--- src/hdl/mer_pkg.sv ---
// shared types and constants for the midi event renderer
// no dependencies; used by mer_route_map, the core and mer_checker
package mer_pkg;

	localparam int ROUTE_ID_BITS = 8;
	localparam int CH_ENTRY_BITS = 5 + ROUTE_ID_BITS;
	localparam int CT_ENTRY_BITS = 16 + ROUTE_ID_BITS;
	localparam int CFG_W = 52;
	localparam int CTL_REG_W = 48;
	localparam int CTL_TAB_W = 4 * CTL_REG_W;
	localparam int CACHE_AW = 11;
	localparam int CACHE_DEPTH = 2048;
	localparam int TRIG_W = 47;
	localparam int OFF_SLOTS = 5;

	localparam logic [2:0] OP_CTL = 3'd0;
	localparam logic [2:0] OP_START = 3'd1;
	localparam logic [2:0] OP_END = 3'd2;
	localparam logic [2:0] OP_RESET = 3'd3;
	localparam logic [2:0] OP_CLEAR = 3'd4;

	localparam logic [2:0] KIND_CC = 3'd0;
	localparam logic [2:0] KIND_ON = 3'd1;
	localparam logic [2:0] KIND_OFF = 3'd2;
	localparam logic [2:0] KIND_ALL_OFF = 3'd3;
	localparam logic [2:0] KIND_ERR = 3'd4;

	localparam logic [1:0] ERR_NONE = 2'd0;
	localparam logic [1:0] ERR_NO_ROUTE = 2'd1;
	localparam logic [1:0] ERR_NO_PITCH = 2'd2;
	localparam logic [1:0] ERR_FULL = 2'd3;

	localparam logic [2:0] REG_DEF_CH = 3'd0;
	localparam logic [2:0] REG_CH_TAB = 3'd1;
	localparam logic [2:0] REG_CTL_A = 3'd2;
	localparam logic [2:0] REG_CTL_B = 3'd3;
	localparam logic [2:0] REG_CTL_C = 3'd4;
	localparam logic [2:0] REG_CTL_D = 3'd5;

	typedef struct packed {
		logic [4:0] ch;
		logic       ctl_hit;
		logic       split;
		logic [6:0] c1;
		logic [6:0] c2;
	} route_info_t;

	typedef struct packed {
		logic [OFF_SLOTS-1:0]      en;
		logic [OFF_SLOTS-1:0]      last;
		logic [OFF_SLOTS-1:0][4:0] ch;
		logic [4:0]                def_ch;
	} off_info_t;

endpackage

--- src/hdl/mer_route_map.sv ---
// route lookups over the configuration registers: channel, control route,
// and the deduplicated all-notes-off channel list; uses mer_pkg
module mer_route_map #(
	parameter int CHANNEL_ROUTE_SLOTS = 4,
	parameter int CONTROL_ROUTE_SLOTS = 8
) (
	input  logic [mer_pkg::ROUTE_ID_BITS-1:0] route,
	input  logic [4:0]                        def_reg,
	input  logic [mer_pkg::CFG_W-1:0]         ch_tab,
	input  logic [mer_pkg::CTL_TAB_W-1:0]     ctl_tab,
	output mer_pkg::route_info_t              info,
	output mer_pkg::off_info_t                off
);

	localparam int CHE = mer_pkg::CH_ENTRY_BITS;
	localparam int CTE = mer_pkg::CT_ENTRY_BITS;
	localparam int RB = mer_pkg::ROUTE_ID_BITS;

	logic [4:0] dch;
	logic [3:0][4:0] ent_ch;
	logic [3:0] ent_vld;

	always_comb begin
		logic dup;
		logic later;
		if (def_reg == 5'd0) begin
			dch = 5'd1;
		end else if (def_reg > 5'd16) begin
			dch = 5'd16;
		end else begin
			dch = def_reg;
		end
		for (int i = 0; i < 4; i++) begin
			ent_ch[i] = {1'b0, ch_tab[i*CHE +: 4]} + 5'd1;
			ent_vld[i] = (i < CHANNEL_ROUTE_SLOTS) && ch_tab[i*CHE + 4 + RB];
		end

		// lowest matching entry wins, so walk downward
		info.ch = dch;
		for (int i = 3; i >= 0; i--) begin
			if (ent_vld[i] && ch_tab[i*CHE + 4 +: RB] == route) begin
				info.ch = ent_ch[i];
			end
		end

		info.ctl_hit = 1'b0;
		info.split = 1'b0;
		info.c1 = 7'd0;
		info.c2 = 7'd0;
		for (int i = CONTROL_ROUTE_SLOTS - 1; i >= 0; i--) begin
			if (ctl_tab[i*CTE + 15 + RB] && ctl_tab[i*CTE + 14 +: RB] == route) begin
				info.ctl_hit = 1'b1;
				info.split = ctl_tab[i*CTE + 14 + RB];
				info.c1 = ctl_tab[i*CTE + 7 +: 7];
				info.c2 = ctl_tab[i*CTE +: 7];
			end
		end

		// default channel first, then each new channel of the route table
		off.def_ch = dch;
		off.ch[0] = dch;
		off.en[0] = 1'b1;
		for (int i = 0; i < 4; i++) begin
			dup = (ent_ch[i] == dch);
			for (int j = 0; j < i; j++) begin
				if (ent_vld[j] && ent_ch[j] == ent_ch[i]) begin
					dup = 1'b1;
				end
			end
			off.ch[i+1] = ent_ch[i];
			off.en[i+1] = ent_vld[i] && !dup;
		end
		for (int k = 0; k < mer_pkg::OFF_SLOTS; k++) begin
			later = 1'b0;
			for (int m = k + 1; m < mer_pkg::OFF_SLOTS; m++) begin
				later = later | off.en[m];
			end
			off.last[k] = !later;
		end
	end

endmodule

--- config.mk ---
export PLATFORM = sky130hd
export DESIGN_NAME = mer_route_map
export DESIGN_NICKNAME = d
export VERILOG_FILES = /design/src/hdl/mer_pkg.sv /design/src/hdl/mer_route_map.sv
export SDC_FILE = /design/constraint.sdc
export NUM_CORES = 1
export LEC_CHECK = 0
export ABC_CLOCK_PERIOD_IN_PS = 1900
export BUFFER_PORTS_ARGS = -buffer_cell sky130_fd_sc_hd__buf_2
export CORE_AREA = 2 2 123 125
export DETAILED_ROUTE_END_ITERATION = 8
export DIE_AREA = 0 0 125 127
export GPL_TIMING_DRIVEN = 0
export PLACE_DENSITY = 0.66
export SYNTH_ARGS = -nofsm -noshare
export SYNTH_HDL_FRONTEND = slang
export SYNTH_SLANG_ARGS = --single-unit
--- constraint.sdc ---
create_clock -name vclk -period 1.9
set_input_delay 0.19 -clock vclk [all_inputs]
set_output_delay 0.19 -clock vclk [all_outputs]
set_load 0.03 [all_outputs]
[After elaboration in Yosys (flattened, before gate mapping)]
Index checks and enable logic that the tools add are counted.
Cells by class
  add/sub/neg operators: 4
  order comparisons: 1
  eq/ne operators: 22
  mux-type cells: 20
  bitwise gates (word level): 6
  reductions and logical operators: 31
Operator list (count)
  16-bit two-way mux: 8
  8-bit == test: 12
  5-bit == test: 10
  5-bit two-way mux: 6
  1-bit logical AND: 22
  4-bit by 1-bit adder with 5-bit output (second input constant): 4
  1-bit logical NOT: 8
  1-bit two-way mux: 6
  1-bit OR: 6
  5-bit > comparator (second input constant): 1
  5-bit logical NOT: 1
Word-level totals
  bits in registers: 0
  input port bits: 257
  output and inout port bits: 61

[Longest topological paths before layout]
  word-level depth: 11
  gate-level depth with buffers: 9
  depth with buffers taken out: 8

[Least setup slack after synthesis]
OpenSTA, ideal clock, no wires.
  path kind: input to output
  from: in ch_tab[0] (netlist bit)
  to: out off[30] (netlist bit)
  arrival time: 3.035 ns
  required time: 1.710 ns
  path slack: -1.325 ns
  stages on the path: 7
  buffers on the path: 0
  cell sequence: ha_1 -> xor2_1 -> xor2_1 -> or4_1 -> nand4_1 -> nor3b_2 -> and2b_1
RTL lines
  start: declaration: line mer_route_map.sv:9  | input logic [mer_pkg::CFG_W-1:0] ch_tab,
  end: declaration: line mer_route_map.sv:12  | output mer_pkg::off_info_t off

==> flow_summary.html <==
<table>
<tr><th>Metric</th><th>Value</th></tr>
<tr><th colspan="2">Drt</th></tr>
<tr><td>Via Count</td><td>5370</td></tr>
<tr><td>Drt first-iter violations</td><td>369</td></tr>
<tr><td>Via density per instance</td><td>5.14</td></tr>
<tr><td>Wire length on met2</td><td>10.1 mm</td></tr>
<tr><td>Topmost layer with routed signal wires</td><td>met4</td></tr>
<tr><td>Amount of wire on met3 after detailed routing</td><td>1.88 mm</td></tr>
<tr><td>Residual DRC</td><td>0</td></tr>
<tr><td>Routed length on met1</td><td>8.27 mm</td></tr>
<tr><td>Pre-antenna DRT Iters</td><td>5</td></tr>
<tr><td>Wirelength per Cell</td><td>20.0 um</td></tr>
<tr><td>Post-Route WL</td><td>20.9 mm</td></tr>
<tr><td>Number of nets still failing antenna checks after routing</td><td>0</td></tr>
<tr><th colspan="2">Timing</th></tr>
<tr><td>Final worst slack</td><td>-0.503 ns</td></tr>
<tr><td>Setup-failing EPs final</td><td>28</td></tr>
<tr><td>Final min period</td><td>2.40 ns</td></tr>
<tr><td>Minimum hold slack</td><td>0.737 ns</td></tr>
<tr><td>Max Slew Vio Count</td><td>0</td></tr>
<tr><td>RSZ-0062 raised after global routing</td><td>true</td></tr>
<tr><td>Max Freq</td><td>0.416 GHz</td></tr>
<tr><td>Final Hold Vio Count</td><td>0</td></tr>
<tr><td>Share of the clock period used by the worst path after layout</td><td>126%</td></tr>
<tr><th colspan="2">GRT</th></tr>
<tr><td>Global route overflow</td><td>0</td></tr>
<tr><td>Vias in the first global route</td><td>5317</td></tr>
<tr><td>First-pass GRT wire length</td><td>29.8 mm</td></tr>
<tr><td>Pin count of the biggest net entering global routing</td><td>11</td></tr>
<tr><td>Number of antenna violations at the first check in global routing</td><td>1</td></tr>
<tr><td>Aggregate global-route resource usage</td><td>23.6%</td></tr>
<tr><th colspan="2">Power and ir drop</th></tr>
<tr><td>Internal power component</td><td>0.865 mW</td></tr>
<tr><td>IR drop worst, VDD</td><td>0.230 mV</td></tr>
<tr><td>Clk network pwr share</td><td>0%</td></tr>
<tr><td>Power share of the combinational group</td><td>100.0%</td></tr>
<tr><td>Share of total power in sequential cells</td><td>0%</td></tr>
<tr><td>Cell leakage power</td><td>3.45 nW</td></tr>
<tr><td>Switching component of the power</td><td>0.848 mW</td></tr>
<tr><td>Switching portion of total power</td><td>49.5%</td></tr>
<tr><td>Power density over the cells</td><td>227 nW/um^2</td></tr>
<tr><th colspan="2">Critical path</th></tr>
<tr><td>Critical path start-end classification</td><td>primary input to primary output</td></tr>
<tr><td>Most frequent cell on the critical path</td><td>sky130_fd_sc_hd__buf_8</td></tr>
<tr><td>Worst-path fanout max</td><td>10</td></tr>
<tr><td>Category of the worst setup path capture point</td><td>primary output</td></tr>
<tr><td>Sequence of cells on the critical path</td><td>buf_2 -&gt; xnor2_2 -&gt; nand3_2 -&gt; or3_1 -&gt; buf_8 -&gt; nand2_8 -&gt; buf_8 -&gt; o221ai_1 -&gt; o21ai_1 -&gt; o221a_2 -&gt; buf_6</td></tr>
<tr><td>Arrival time at the worst endpoint</td><td>2.21 ns</td></tr>
<tr><td>Setup crit end</td><td>info[2]</td></tr>
<tr><td>Largest stage delay, worst path</td><td>0.42 ns</td></tr>
<tr><td>Slowest-stage cell, CP</td><td>sky130_fd_sc_hd__or3_1</td></tr>
<tr><td>Critical path data required time</td><td>1.71 ns</td></tr>
<tr><td>Crit path launch type</td><td>primary input</td></tr>
<tr><td>Worst setup path startpoint</td><td>ctl_tab[115]</td></tr>
<tr><th colspan="2">Logic synthesis</th></tr>
<tr><td>Ys Warns</td><td>0</td></tr>
<tr><td>Synth Instances</td><td>462</td></tr>
<tr><td>Count of distinct cell types in the synthesized netlist</td><td>58</td></tr>
<tr><td>Synth Cell Area</td><td>3330 sq um</td></tr>
<tr><td>Sequential element share of the synthesized area</td><td>0%</td></tr>
<tr><td>Syn avg cell area</td><td>7.20 sq um</td></tr>
<tr><th colspan="2">Layout</th></tr>
<tr><td>Layout Nets</td><td>1124</td></tr>
<tr><td>FFs &amp; Latches</td><td>0</td></tr>
<tr><td>Number of antenna repair diodes</td><td>0</td></tr>
<tr><td>Fraction of final layout cells with drive strength greater than 1</td><td>66.7%</td></tr>
<tr><td>Area delta synth-&gt;final</td><td>126%</td></tr>
<tr><td>Number of clock buffers in the layout</td><td>0</td></tr>
<tr><td>Storage element area</td><td>0 sq um</td></tr>
<tr><th colspan="2">Placed design</th></tr>
<tr><td>Pre-CTS WS</td><td>-0.973 ns</td></tr>
<tr><td>PortBufs</td><td>315</td></tr>
<tr><td>Detailed-placement wirelength estimate</td><td>15.1 mm</td></tr>
<tr><td>GP Congestion</td><td>0.879</td></tr>
<tr><th colspan="2">Run</th></tr>
<tr><td>Max Cap Violations</td><td>0</td></tr>
<tr><th colspan="2">Die</th></tr>
<tr><td>Row count</td><td>44</td></tr>
<tr><td>Initial core utilization</td><td>23.1%</td></tr>
<tr><td>Vertical die dimension</td><td>127 um</td></tr>
<tr><td>Number of ports placed on the die boundary</td><td>318</td></tr>
<tr><td>Width of the chip</td><td>125 um</td></tr>
<tr><td>Core outline area</td><td>14400 sq um</td></tr>
<tr><td>Area of the die</td><td>15900 sq um</td></tr>
<tr><th colspan="2">Outcome</th></tr>
<tr><td>Outcome</td><td>finished, violations left</td></tr>
<tr><td>Violated checks</td><td>setup timing</td></tr>
<tr><th colspan="2">Clock tree</th></tr>
<tr><td>Hold buffer count at CTS</td><td>0</td></tr>
<tr><th colspan="2">Min path</th></tr>
<tr><td>Min-delay worst type</td><td>primary input to primary output</td></tr>
</table>
## layer usage
layer | GRT usage, % | up-vias
met5 | 0 | -
met4 | 6.01 | 0
met3 | 5.36 | 53
met2 | 39.4 | 329
met1 | 30.8 | 2502
li1 | - | 2486
## stage by stage
stage	util [%]	total power, mW	cells	TNS, ns	instance area, sq um
2_1_floorplan	-	0.811	463	-2.80	3940
3_3_place_gp	39.8	1.32	962	-19.58	5750
3_5_place_dp	39.8	1.33	962	-19.47	5750
4_1_cts	49.1	1.59	1022	-9.41	7080
5_1_grt	52.2	1.81	1045	-13.23	7530
6_report	52.2	1.71	1045	-10.99	7530
## layout make-up
type,instances,area (sq um)
fill,1303,6890
multi-input combinational,396,4030
timing repair buffer,403,2730
inverter,24,92.6
buffer,38,447
tap,184,230
## power by group through the flow
stage,clock [mW],sequential [mW],combinational (mW)
after floorplan,0,0,0.811
after global placement,0,0,1.32
after detailed placement,0,0,1.33
after CTS,0,0,1.59
after global routing,0,0,1.81
final,0,0,1.71
## placed cells by master, fill, tap and decap left out, drive strengths merged, types with 8 or more instances in the layout
cell type and n:
a21oi 11, a221oi 25, buf 433, clkbuf 8
inv 24, nand2 26, nand3 22, nand4 16
nor2 13, nor3 12, o21ai 23, o221a 10
o221ai 13, xnor2 101, xor2 39
## worst min-delay path by stage
stage / startpoint / to / cells past startpoint / slack (ns)
global route: ctl_tab[36] / info[12] / 3 / 0.76
global placement: ctl_tab[35] / info[11] / 3 / 0.80
CTS: ctl_tab[29] / info[5] / 3 / 0.75
detailed placement: ctl_tab[29] / info[5] / 3 / 0.80
floorplan: ch_tab[41] / off[27] / 1 / 0.50
finish: ctl_tab[13] / info[13] / 4 / 0.74
## worst max-delay path, delay by kind of cell
kind | cells | cell delay [ns]
compound gates | 3 | 0.65
simple gates | 3 | 0.64
buf+inv | 4 | 0.55
xor+xnor | 1 | 0.18
## synth_stat cells, drive strengths merged (2+ instances only)
cell type	instances	share of area, %
o211ai	4	0.90
o221a	10	3.4
xor3	2	1.4
mux2	2	0.68
mux2i	3	0.90
nor3b	2	0.60
a311o	2	0.60
inv	24	2.7
o22ai	4	0.75
or2	2	0.38
nand4	16	3.0
xor2	38	11
nand2	26	2.9
clkbuf	15	1.7
a2bb2oi	2	0.53
o21ai	23	3.5
nor2	13	1.5
nand3b	3	0.68
a31oi	6	1.1
or4	3	0.68
nand2b	4	0.75
nor2b	4	0.75
a21oi	11	1.7
and3	4	0.75
a222oi	2	0.60
a21o	3	0.68
or3	6	1.1
buf	29	4.9
a221oi	25	6.6
nor4	4	0.75
o221ai	13	3.4
nand3	22	3.5
o31ai	2	0.45
nor3	12	2.3
o31a	2	0.53
ha	4	1.5
nor4b	2	0.53
a211o	2	0.53
xnor2	101	27
## cells by family (layout without fill, tap and decap cells)
family,after synthesis,after routing,share of synthesized area [%]
AO/OA/AOI/OAI,116,116,26.5
XOR/XNOR,141,142,39.7
adder cells (fa/ha/maj),4,4,1.50
buffers and inverters,68,465,9.32
multiplexers,5,5,1.58
other,1,2,0.113
AND/OR/NAND/NOR,127,127,21.2
## what timing repair did
| action | in CTS | in global routing |
|---|---|---|
| setup endpoints to repair | 29 | 29 |
| pin swaps | 65 | 40 |
| resized for setup | 191 | 63 |
| setup buffers | 60 | 26 |
| gates cloned | 5 | 0 |
Note: power is estimated with default switching activity, not from simulation.
