### config.mk
export PLATFORM = sky130hd
export DESIGN_NAME = mer_ram
export DESIGN_NICKNAME = d
export VERILOG_FILES = /design/src/hdl/mer_ram.sv
export SDC_FILE = /design/constraint.sdc
export NUM_CORES = 1
export LEC_CHECK = 0
export BUFFER_PORTS_ARGS = -buffer_cell sky130_fd_sc_hd__buf_4
export CORE_MARGIN = 10
export CORE_UTILIZATION = 60
export CTS_CLUSTER_DIAMETER = 150
export DETAILED_ROUTE_END_ITERATION = 8
export PLACE_DENSITY = 0.86
export SETUP_SLACK_MARGIN = 0.3
export SKIP_LAST_GASP = 1
export SLEW_MARGIN = 20
export SYNTH_ARGS = -nofsm -noshare
export SYNTH_HDL_FRONTEND = slang
export SYNTH_SLANG_ARGS = --single-unit
### constraint.sdc
create_clock -name clk -period 1.7 [get_ports clk]
set_clock_uncertainty 0.1 [all_clocks]
set_input_delay 0 -clock clk [delete_from_list [all_inputs] [get_ports clk]]
set_output_delay 0 -clock clk [all_outputs]
set_load 0.05 [all_outputs]
### src/hdl/mer_ram.sv
// simple dual-port synchronous ram, one write and one registered read port
// no dependencies; holds the sent-value cache and the trigger slot table
module mer_ram #(
	parameter int WIDTH = 8,
	parameter int DEPTH = 16
) (
	input  logic                                 clk,
	input  logic                                 we,
	input  logic [(DEPTH > 1 ? $clog2(DEPTH) : 1)-1:0] waddr,
	input  logic [WIDTH-1:0]                     wdata,
	input  logic                                 re,
	input  logic [(DEPTH > 1 ? $clog2(DEPTH) : 1)-1:0] raddr,
	output logic [WIDTH-1:0]                     rdata
);

	logic [WIDTH-1:0] mem [DEPTH];

	always_ff @(posedge clk) begin
		if (we) begin
			mem[waddr] <= wdata;
		end
		if (re) begin
			rdata <= mem[raddr];
		end
	end

endmodule

Word-level counts from Yosys, hierarchy flattened
Memories as Yosys holds them, arrays and structs flattened. A register that Yosys moved wholly into a read port is not among the register bits.
Cells that the tools add are included.
Cells by class
  add/sub/neg operators: 0
  bitwise gates (word level): 0
  eq/ne operators: 0
  reduce and logical (&&, ||, !) cells: 0
  order comparisons: 0
  multipliers: 0
  div/mod/pow operators: 0
  shifts and indexed selects: 0
  multiplexer cells: 2
Operator list (number)
  $mux 1: 2
Word-level totals
  memories: 1
  logic and storage cells: 3
  bits in read-only memories: 0
  bits of input ports: 19
  bits in latches: 0
  register bits after elaboration: 0
  RAM bits: 128
Memories
  mem: words 16, width 8, rd ports 1, clocked after Yosys merged registers in 1, write ports 1, line 16  | logic [WIDTH-1:0] mem [DEPTH];

Longest topological paths before layout
Gate-level depths: netlist of run 1.
  depth after elaboration: 2
  depth in mapped cells: 5
  depth with buffers taken out: 3

Least setup slack after synthesis of run 1
No wires, ideal clock.
  path type: in2reg
  start point: input port waddr[2] in the netlist's numbering
  end point: memory mem[0][0], enable pin
  data arrival time: 1.110 ns
  stages: 2
  buffers on the path: 0
  slack: 0.107 ns
  required time: 1.217 ns
  path through: or3b_2 > nor3_1
RTL lines
  start, declared: line 9  | input logic [(DEPTH > 1 ? $clog2(DEPTH) : 1)-1:0] waddr,
  end, declared: line 16
Straight into the memory's write port.

==> summary.md, run 1 <==
| Metric | Value |
|---|---|
| Unrepaired setup endpoints after global routing | yes |
| Met2 Use GR | 0.269 |
| Least-Margin Pin Slew | 439 ps |
| Register area | 0.00408 sq mm |
| WL final | 10300 microns |
| Multiplexer area fraction after synthesis | 0.148 |
| Async SR Flop Fraction | 0 |
| Final hold viol count | 0 |
| Fin crit period | 1610 ps |
| PwrDens | 1200 mW/mm^2 |
| Share of cells above drive strength 1 | 0.333 |
| R2r worst-path depth | 3 |
| Mapped Area | 0.00523 sq mm |
| Top cells by area, synth | edfxtp_1 (78%), mux4_2 (7.8%), mux4_1 (7.0%), a22oi_1 (2.3%), nor2_1 (0.93%) |
| Post-synth top cells | edfxtp_1 (136), mux4_2 (18), a22oi_1 (16), mux4_1 (14), nor2_1 (13) |
| CP bufs+invs | 0 |
| DP Wirelength | 6360 microns |
| CTS Root Cell | clkbuf_8 |
| Core Util, Final | 0.762 |
| Yosys reg bits | 136 |
| Simple logic cell fraction of the synthesized area | 0.0314 |
| Met3 Track Usage GR | 0.0544 |
| Post-synthesis xor/xnor area fraction | 0 |
| Final period util | 0.950 |
| Congestion Overflow GR | 0 |
| Max capacitance violation total | 0 |
| YS warnings | 0 |
| Compound-cell area share of the yosys netlist | 0.0230 |
| Initial DRC count | 297 |
| R2R Setup Slk | 90 ps |
| Fmax | 619 MHz |
| Hold Path Class | input pin to flip-flop |
| Final ANT Viol Nets | 0 |
| Final nets | 318 |
| Post-route non-filler standard cell count | 417 |
| Final setup vio count | 0 |
| Setup Buffers After CTS | 0 |
| P&R area growth vs syn | 21.5% |
| Max VDD drop | 734 uV |
| Die Ht | 113 microns |
| Vias/cell | 6.18 |
| DRC violation count after routing | 0 |
| Most common cell in the netlist | edfxtp_1 |
| Sequential fraction of design power | 0.500 |
| Buffers on Ports | 26 |
| Critical Path Fanout Max | 1 |
| GRT met1 Usage | 0.214 |
| Routed wire per std cell | 24.6 microns |
| Initial antenna violation count | 0 |
| CP top delay family | multiplexers |
| Ys flop type | edfxtp_1 |
| Clock Path Buffers | 2 |
| Htree depth | 4 |
| Int Pwr | 6.05 mW |
| Ant diodes | 0 |
| Number of I/O pins | 27 |
| GPL Wtd Cong | 0.760 |
| Crit. End Element | flip-flop |
| Slew Viols, Final | 0 |
| Initial Util | 0.627 |
| Setup tns final | 0 ps |
| Core area | 0.00834 sq mm |
| Pin count of the biggest net entering global routing | 20 |
| Crit Path Class | flip-flop to flip-flop |
| Combinational share of power | 0.061 |
| Clock network fraction of total power | 0.440 |
| PnR Total Power | 7.61 mW |
| CTS Buf Count | 17 |
| Top cell type's share of synthesized area | 0.781 |
| Most used routing layer | met2 |
| Post-synth EDFFs | 136 |
| TritonCTS clock tree | yes |
| Vias in the first global route | 2760 |
| Avg Cell Area, Syn | 22.8 sq um |
| Post-synth cell types | 18 |
| Outcome | finished, final reports clean |
| CP Launch Type | flip-flop |
| First-pass GRT wire length | 16200 microns |
| Vias | 2578 |
| Syn Inst Count | 229 |
| Worst-Skew Late Latency | 510 ps |
| CP Depth | 3 |
| Hold Path Stages | 4 |
| Clock net sink count | 136 |
| Tot GR Track Use | 0.171 |
| Area used by multi-input combinational logic | 0.00106 sq mm |
| CTS clk-pin slew, worst paths | 60 ps |
| Fill cell count | 429 |
| Synth Net Count | 248 |
| FP Rows | 33 |
| Router iterations before antenna repair | 5 |
| CP Data Required Time | 1840 ps |
| Main combinational cell family by area after synthesis | multiplexers |
| LEAKAGE | 2.16 nW |
| Leading area contributor after synthesis | edfxtp_1 |
| P_sw | 1.56 mW |
| DP Cell Count | 372 |
| Die area | 0.0128 sq mm |
| Worst EP arrival | 1760 ps |
| Max_slew headroom | 0.707 |
| CP max-delay cell | mux4_2 |
| Largest stage delay, worst path | 500 ps |
| DIE WIDTH | 113 microns |
| Register area share after synthesis | 0.781 |
| Synth Area in Adders | 0 |
| Switching share of power | 0.206 |
| Crit-path cells | mux4_2 -> a22oi_2 -> nand2_1 |
[final timing paths]
| kind | from | end |
|---|---|---|
| setup / recovery | mem[0][1] | rdata[1] |
| hold / removal | waddr[3] | mem[3][6] |
| setup reg to reg | mem[0][1] | rdata[1] |
| hold reg to reg | mem[15][0] | rdata[0] |
[area by class of cell]
class                           instances  area share
Clock buffer                           19      0.0664
Timing Repair Buffer                   61      0.0831
Sequential cell                       136       0.643
Multi-Input combinational cell         83       0.166
Tap cell                              105      0.0207
Clock inverter                         13      0.0207
[sequential cells by signal, summed over array words and instances, names as in the netlist]
| signal | cells |
|---|---|
| mem | 128 |
| rdata | 8 |
[logic make-up (layout without fill, tap and decap cells)]
| family | after synthesis | after routing |
|---|---|---|
| AOI/OAI and AO/OA | 16 | 16 |
| and+or+nand+nor | 35 | 35 |
| buffers and inverters | 10 | 93 |
| muxes | 32 | 32 |
| DFF | 136 | 136 |
[worst reg2reg max path, stage by stage (launching register included)]
cell and delay (ps):
edfxtp_1 430, mux4_2 500, a22oi_2 200, nand2_1 120
[cells in the final DEF (no fill, tap or decap)]
master and count:
nor2b_1 1, a22oi_1 14, clkinv_4 3, nor2_1 13
or3b_2 1, mux4_2 23, clkbuf_1 2, nand2b_1 2
nand3_1 1, a22oi_2 2, clkinv_1 2, and2_1 1
and2b_1 1, clkinvlp_4 3, nor3_2 1, bufinv_16 2
clkbuf_16 16, mux4_1 9, nand3b_1 2, clkinv_2 3
edfxtp_1 136, buf_4 45, buf_12 3, nand2_2 1
clkbuf_8 1, nand2_1 8, nor3_1 3, dlygate4sd3_1 13
[metrics by stage]
stage	worst slack [ps]	cell area (sq um)	hold slack [ps]
finish	85.7	6350	28.1
floorplan	302	5230	-1.13
global route	64.6	6350	29.8
CTS	103	6350	0.662
global placement	119	5680	201
detailed placement	38.7	5680	211
[power by group through the flow]
stage                     Clock, mW  Sequential, mW  Combinational (mW)
final                          3.35            3.80               0.463
after detailed placement          0            3.87               0.431
after floorplan                   0            3.92               0.191
after global placement            0            3.86               0.416
after global routing           3.56            3.81               0.497
after CTS                      3.42            3.80               0.466
[routing by layer]
layer,wire [microns],vias to the layer above
li1,-,1118
met1,4110,1322
met2,5150,125
met3,831,13
met4,181,0
met5,0,-
[repair_timing]
item,CTS,global route
hold buffers,13,0
pin swaps,2,0
endpoints found under the hold margin,169,0
resized for setup,6,2
endpoints found under the setup margin,8,8
(Power assumes the default switching activity.)
==> run 2, diff against run 1 <==
CORE_UTILIZATION = 65   (was 60)
PLACE_DENSITY = 0.92   (was 0.86)
SETUP_SLACK_MARGIN = 0.5   (was 0.3)
clock period = 2.04 ns   (was 1.7 ns; I/O delays follow)
==> run 2 against run 1 <==
Register-to-register slack better by 390 ps. Die area decreased by 6.4%. Worst hold slack gained 12 ps. First-iteration DRC count is 1.3% higher. Critical path depth unchanged. Combinational power is 14% lower. Cell area is essentially flat. Utilization is 5.6 points higher. Clock power fell by 13%. Critical endpoint is now rdata[5]. Largest cell class unchanged. Highest routed layer unchanged.
==> summary.md, run 2 (synthesized netlist as in run 1, its figures left out) <==
| Metric | Value |
|---|---|
| Outcome | finished, final reports clean |
| PnR Total Power | 6.49 mW (-15%) |
| DP Cell Count | 367 (-1.3%) |
| Worst EP arrival | 1730 ps (-30 ps) |
| Hold Path Class | input pin to flip-flop |
| Hold path start | waddr[3] |
| Worst setup path start | mem[9][5] |
| Core area | 0.00777 sq mm (-6.9%) |
| Congestion Overflow GR | 0 (unchanged) |
| Fin crit period | 1560 ps (-53.7 ps) |
| CP Depth | 3 (unchanged) |
| Post-route non-filler standard cell count | 411 (-1.4%) |
| Router iterations before antenna repair | 5 (unchanged) |
| Initial DRC count | 301 (+1.3%) |
| CP Launch Type | flip-flop |
| CTS Buf Count | 17 (unchanged) |
| Die Ht | 110 microns (-3.2%) |
| CP bufs+invs | 0 (unchanged) |
| Max reg flops | 128 (unchanged) |
| WL final | 11800 microns (+15%) |
| P&R area growth vs syn | 21.4% (about the same) |
| Final period util | 0.765 (-0.185) |
| Clock net sink count | 136 (unchanged) |
| Crit. End Element | flip-flop |
| Initial Util | 0.673 (+0.0462) |
| Unrepaired setup endpoints after global routing | yes |
| Vias | 2727 (+5.8%) |
| Tot GR Track Use | 0.212 (+0.0404) |
| Buffers on Ports | 26 (unchanged) |
| PwrDens | 1020 mW/mm^2 (-15%) |
| DP Wirelength | 6600 microns (+3.8%) |
| R2r worst-path depth | 3 (unchanged) |
| DIE WIDTH | 110 microns (-3.2%) |
| Place WS | 388 ps (+350 ps) |
| CP max-delay cell | mux4_1 |
| Worst-Skew Late Latency | 520 ps (about the same) |
| Final setup vio count | 0 (unchanged) |
| Setup Buffers After CTS | 0 (unchanged) |
| Max_slew headroom | 0.376 (-0.331) |
| Clock Path Buffers | 2 (unchanged) |
| FP Rows | 32 (-3.0%) |
| Share of cells above drive strength 1 | 0.388 (+0.0550) |
| Slew Viols, Final | 0 (unchanged) |
| Critical Path Fanout Max | 1 (unchanged) |
| Least-Margin Pin Slew | 934 ps (+495 ps) |
| Vias in the first global route | 2762 (+0.072%) |
| Setup tns final | 0 ps (unchanged) |
| Initial antenna violation count | 0 (unchanged) |
| CP top delay family | multiplexers |
| CTS Root Cell | clkbuf_8 |
| LEAKAGE | 2.13 nW (-1.2%) |
| DRC violation count after routing | 0 (unchanged) |
| Core Util, Final | 0.817 (+0.0555) |
| Routed wire per std cell | 28.6 microns (+16%) |
| First-pass GRT wire length | 17600 microns (+8.7%) |
| Commonest non-fill, non-tap cells in the layout | edfxtp_1 (136), buf_4 (44), mux4_2 (28) |
| Biggest registers after layout | mem (128), rdata (8) |
| Max capacitance violation total | 0 (unchanged) |
| Largest stage delay, worst path | 520 ps (+20 ps) |
| Crit-path cells | mux4_1 -> a22oi_1 -> nand2_1 |
| Worst setup margin | 479 ps (+394 ps) |
| TritonCTS clock tree | yes |
| CP Data Required Time | 2210 ps (+370 ps) |
| Largest Register | mem |
| Htree depth | 4 (unchanged) |
| Critical R2R Launch | mem[9][5] |
| Crit Path Class | flip-flop to flip-flop |
| Fmax | 641 MHz (+3.4%) |
| Pin count of the biggest net entering global routing | 33 (+65%) |
| Final ANT Viol Nets | 0 (unchanged) |
| Final nets | 315 (-0.94%) |
| Most common cell after layout, fill and taps aside | edfxtp_1 |
| Final hold viol count | 0 (unchanged) |
| Hold Path Stages | 4 (unchanged) |
| Die area | 0.0120 sq mm (-6.4%) |
| Ant diodes | 0 (unchanged) |
| Max VDD drop | 735 uV (about the same) |
| GPL Wtd Cong | 0.790 (+3.9%) |
| Number of I/O pins | 27 (unchanged) |
| Vias/cell | 6.64 (+7.3%) |
| CTS clk-pin slew, worst paths | 70 ps (about the same) |
==> run 2: changes by cell type in the layout (fill, tap and decap cells not counted), moves of 2 or more <==
| cell | change |
|---|---|
| a22oi_1 | -11 |
| a22oi_2 | +11 |
| buf_12 | -2 |
| clkbuf_1 | -2 |
| clkinv_4 | -2 |
| inv_6 | +4 |
| mux4_1 | -5 |
| mux4_2 | +5 |
==> run 2: report_power, final <==
part / switching [mW] / internal [mW]
clock network: 1.18 / 1.74
logic: 0.234 / 0.166
registers: 0.0202 / 3.15
total: 1.43 / 5.05
==> run 2: repair_timing <==
item | CTS | global route
pin swaps | 7 | 7
hold buffers | 12 | 0
gates resized for setup | 6 | 18
setup endpoints to repair | 8 | 13
endpoints found under the hold margin | 168 | 0
==> run 2: area by class of cell <==
type                            instances  area (sq um)
Sequential cell                       136          4080
Tap cell                              102           128
Clock inverter                         15           150
Multi-Input combinational cell         83          1090
Fill cell                             377          1420
Clock buffer                           17           414
Timing Repair Buffer                   58           482
==> run 2: through the flow <==
step	hold WS [ps]	area, sq um
final	40.1	6350
after CTS	25.2	6330
after floorplan	-1.13	5230
after global routing	40.8	6350
after detailed placement	195	5630
after global placement	182	5630
==> run 2: path summary, 6_finish.rpt <==
check | endpoint | slack (ps)
worst max register to register | rdata[5] | 480
worst max-delay path | rdata[5] | 480
worst min register to register | rdata[3] | 670
worst min-delay path | mem[1][0] | 40
==> run 2: worst register-to-register path, cell delays in order, from the launching register on <==
cell and delay (ps):
edfxtp_1 390, mux4_1 520, a22oi_1 230, nand2_1 80
==> run 2: layer usage <==
layer,track usage,routed length [microns],up-vias,share of wire
met2,0.327,5840,170,0.50
met5,0,0,-,0
met4,0.0911,253,0,0.021
met3,0.0503,997,22,0.085
li1,-,-,1113,-
met1,0.285,4680,1422,0.40
==> run 3, diff against run 2 <==
ABC_AREA = 1   (was unset)
CORE_UTILIZATION = 55   (was 65)
PLACE_DENSITY = 0.83   (was 0.92)
clock period = 1.3 ns   (was 2.04 ns; I/O delays follow)
==> run 3 against run 2 <==
The run now ends with hold timing left. Register-to-register slack worse by 400 ps. Routed wire length increased by 17%. Worst hold slack lost 150 ps. Worst setup slack lost 440 ps. Sequential power up 57%. First-iteration DRC count up 94%. Non-clock buffer count decreased by 7. Largest power group unchanged.
==> summary.md, run 3 <==
| Metric | Value |
|---|---|
| Outcome | complete, but fails checks |
| Violated checks | hold timing |
| Critical Path Fanout Max | 1 (unchanged) |
| CP Launch Type | flip-flop |
| Vias | 4034 (+48%) |
| GPL Wtd Cong | 0.916 (+16%) |
| R2r worst-path depth | 6 (+3) |
| Unrepaired setup endpoints after global routing | yes |
| FP Rows | 37 (+16%) |
| CTS Root Cell | clkbuf_8 |
| Share of cells above drive strength 1 | 0.255 (-0.134) |
| Htree depth | 4 (unchanged) |
| TritonCTS clock tree | yes |
| Slew Viols, Final | 0 (unchanged) |
| Critical R2R Capture | rdata[6] |
| Final period util | 0.971 |
| PwrDens | 1400 mW/mm^2 (+37%) |
| Final hold viol count | 71 (+71) |
| Max VDD drop | 853 uV (+16%) |
| Max capacitance violation total | 0 (unchanged) |
| Top cell type's share of synthesized area | 0.698 (-0.0828) |
| Initial Util | 0.566 (-0.107) |
| DP Wirelength | 8620 microns (+31%) |
| YS warnings | 0 (unchanged) |
| Final setup vio count | 0 (unchanged) |
| Tot GR Track Use | 0.190 (-0.0218) |
| Ant diodes | 0 (unchanged) |
| LEAKAGE | 3.07 nW (+44%) |
| Hold Path Stages | 3 (-1) |
| Clock Path Buffers | 2 (unchanged) |
| Syn Inst Count | 551 (+140%) |
| Routed wire per std cell | 18.5 microns (-35%) |
| Crit Path Class | flip-flop to output port |
| Worst-Skew Late Latency | 530 ps (about the same) |
| Top cells by area, synth | edfxtp_1 (70%), nand2_1 (11%), nand3_1 (8.3%), inv_1 (6.4%), buf_6 (1.2%) |
| Async SR Flop Fraction | 0 (unchanged) |
| Hold Path End | mem[2][3] |
| Worst setup margin | 37.9 ps (-442 ps) |
| Mapped Area | 0.00585 sq mm (+12%) |
| Synth Net Count | 570 (+130%) |
| CP Data Required Time | 1200 ps (-1010 ps) |
| WL final | 13800 microns (+17%) |
| Setup tns final | 0 ps (unchanged) |
| P&R area growth vs syn | 24.7% |
| Yosys reg bits | 136 (unchanged) |
| Clock net sink count | 136 (unchanged) |
| R2R Setup Slk | 80 ps (-400 ps) |
| CP bufs+invs | 1 (+1) |
| Post-synth cell types | 11 (-7) |
| Register area share after synthesis | 0.698 (-0.0828) |
| Largest stage delay, worst path | 440 ps (-80 ps) |
| Ys flop type | edfxtp_1 |
| Buffers on Ports | 26 (unchanged) |
| Fmax | 792 MHz |
| Hold path start | waddr[1] |
| Initial antenna violation count | 0 (unchanged) |
| DRC violation count after routing | 0 (unchanged) |
| Critical R2R Launch | mem[4][6] |
| Crit. End Element | output port |
| Most common cell in the netlist | nand2_1 |
| DIE WIDTH | 123 microns (+12%) |
| CTS clk-pin slew, worst paths | 60 ps (about the same) |
| Core area | 0.0103 sq mm (+33%) |
| Setup Buffers After CTS | 0 (unchanged) |
| Fin crit period | 1260 ps |
| First-pass GRT wire length | 21400 microns (+22%) |
| Place WS | 22.9 ps (-365 ps) |
| Biggest registers after layout | mem (128), rdata (8) |
| Worst EP arrival | 1160 ps (-570 ps) |
| Initial DRC count | 583 (+94%) |
| Die area | 0.0152 sq mm (+26%) |
| CP max-delay cell | edfxtp_1 |
| Least-Margin Pin Slew | 697 ps (-236 ps) |
| Leading area contributor after synthesis | edfxtp_1 |
| Die Ht | 123 microns (+12%) |
| Pin count of the biggest net entering global routing | 34 (+3.0%) |
| Most common cell after layout, fill and taps aside | nand2_1 |
| Number of I/O pins | 27 (unchanged) |
| Commonest non-fill, non-tap cells in the layout | nand2_1 (162), edfxtp_1 (136), inv_1 (96) |
| Vias in the first global route | 4021 (+46%) |
| Hold_buf cts | 10 (-2) |
| Vias/cell | 5.41 (-18%) |
| Congestion Overflow GR | 0 (unchanged) |
| Post-synth EDFFs | 136 (unchanged) |
| Max reg flops | 128 (unchanged) |
| CTS Buf Count | 17 (unchanged) |
| Final ANT Viol Nets | 0 (unchanged) |
| Avg Cell Area, Syn | 10.6 sq um (-54%) |
| Final nets | 616 (+96%) |
| Worst Hold Margin | -106 ps (-146 ps) |
| Largest Register | mem |
| Max_slew headroom | 0.534 (+0.158) |
| Crit-path cells | buf_6 |
| Hold Path Class | input pin to flip-flop |
| CP top delay family | flip-flops |
| Post-synth top cells | nand2_1 (173), edfxtp_1 (136), inv_1 (100), nand3_1 (97), nor2_1 (17) |
| Router iterations before antenna repair | 5 (unchanged) |
-- run 3: per-stage QoR --
| step | instance area, sq um | power, mW | cells | hold WS [ps] | utilization |
|---|---|---|---|---|---|
| after detailed placement | 6340 | 5.81 | 704 | 202 | 0.614 |
| after CTS | 7140 | 10.2 | 745 | -114 | 0.691 |
| after global routing | 7290 | 10.5 | 745 | -107 | 0.706 |
| after floorplan | 5990 | 5.51 | 551 | -1.13 | - |
| final | 7290 | 10.2 | 745 | -106 | 0.706 |
| after global placement | 6340 | 5.78 | 704 | 203 | 0.614 |
-- run 3: logic make-up after synthesis --
group	after synthesis	share of synthesized area
simple gates	289	0.208
flops	136	0.698
buf+inv	126	0.0939
-- run 3: how the worst max path moves through the flow --
stage / slack, ps / endpoint / cells after the start / from
after floorplan: 280 / rdata[2] / 6 / mem[5][2]
after global placement: 40 / mem[11][7] / 4 / waddr[2]
after detailed placement: 20 / mem[11][7] / 4 / waddr[2]
after CTS: 40 / rdata[4] / 1 / rdata[4]
after global routing: 10 / rdata[3] / 6 / mem[4][3]
final: 40 / rdata[7] / 1 / rdata[7]
-- run 3: timing repair --
action                     in CTS  in global routing
setup endpoints to repair      16                 16
gates resized for setup        35                 35
hold endpoints to repair      208                 64
pin swaps                      30                 25
-- run 3: layout make-up --
class / instances / area, sq um
sequential: 136 / 4080
tap: 136 / 170
timing repair buffer: 51 / 475
clock inverter: 11 / 108
multi-input combinational: 289 / 1640
fill: 687 / 3030
inverter: 102 / 390
clock buffer: 20 / 425
-- run 3: per-layer routing --
metal / track usage / wire [microns] / vias to the layer above
met3: 0.0415 / 982 / 41
met4: 0.0917 / 431 / 0
met2: 0.314 / 6920 / 179
met1: 0.233 / 5480 / 1942
li1: - / - / 1872
met5: 0 / 0 / -
-- run 3: power breakdown --
part / total (mW) / switching, mW / internal (mW)
clock: 4.38 / 1.70 / 2.68
sequential: 4.98 / 0.0398 / 4.94
combinational: 0.862 / 0.582 / 0.280
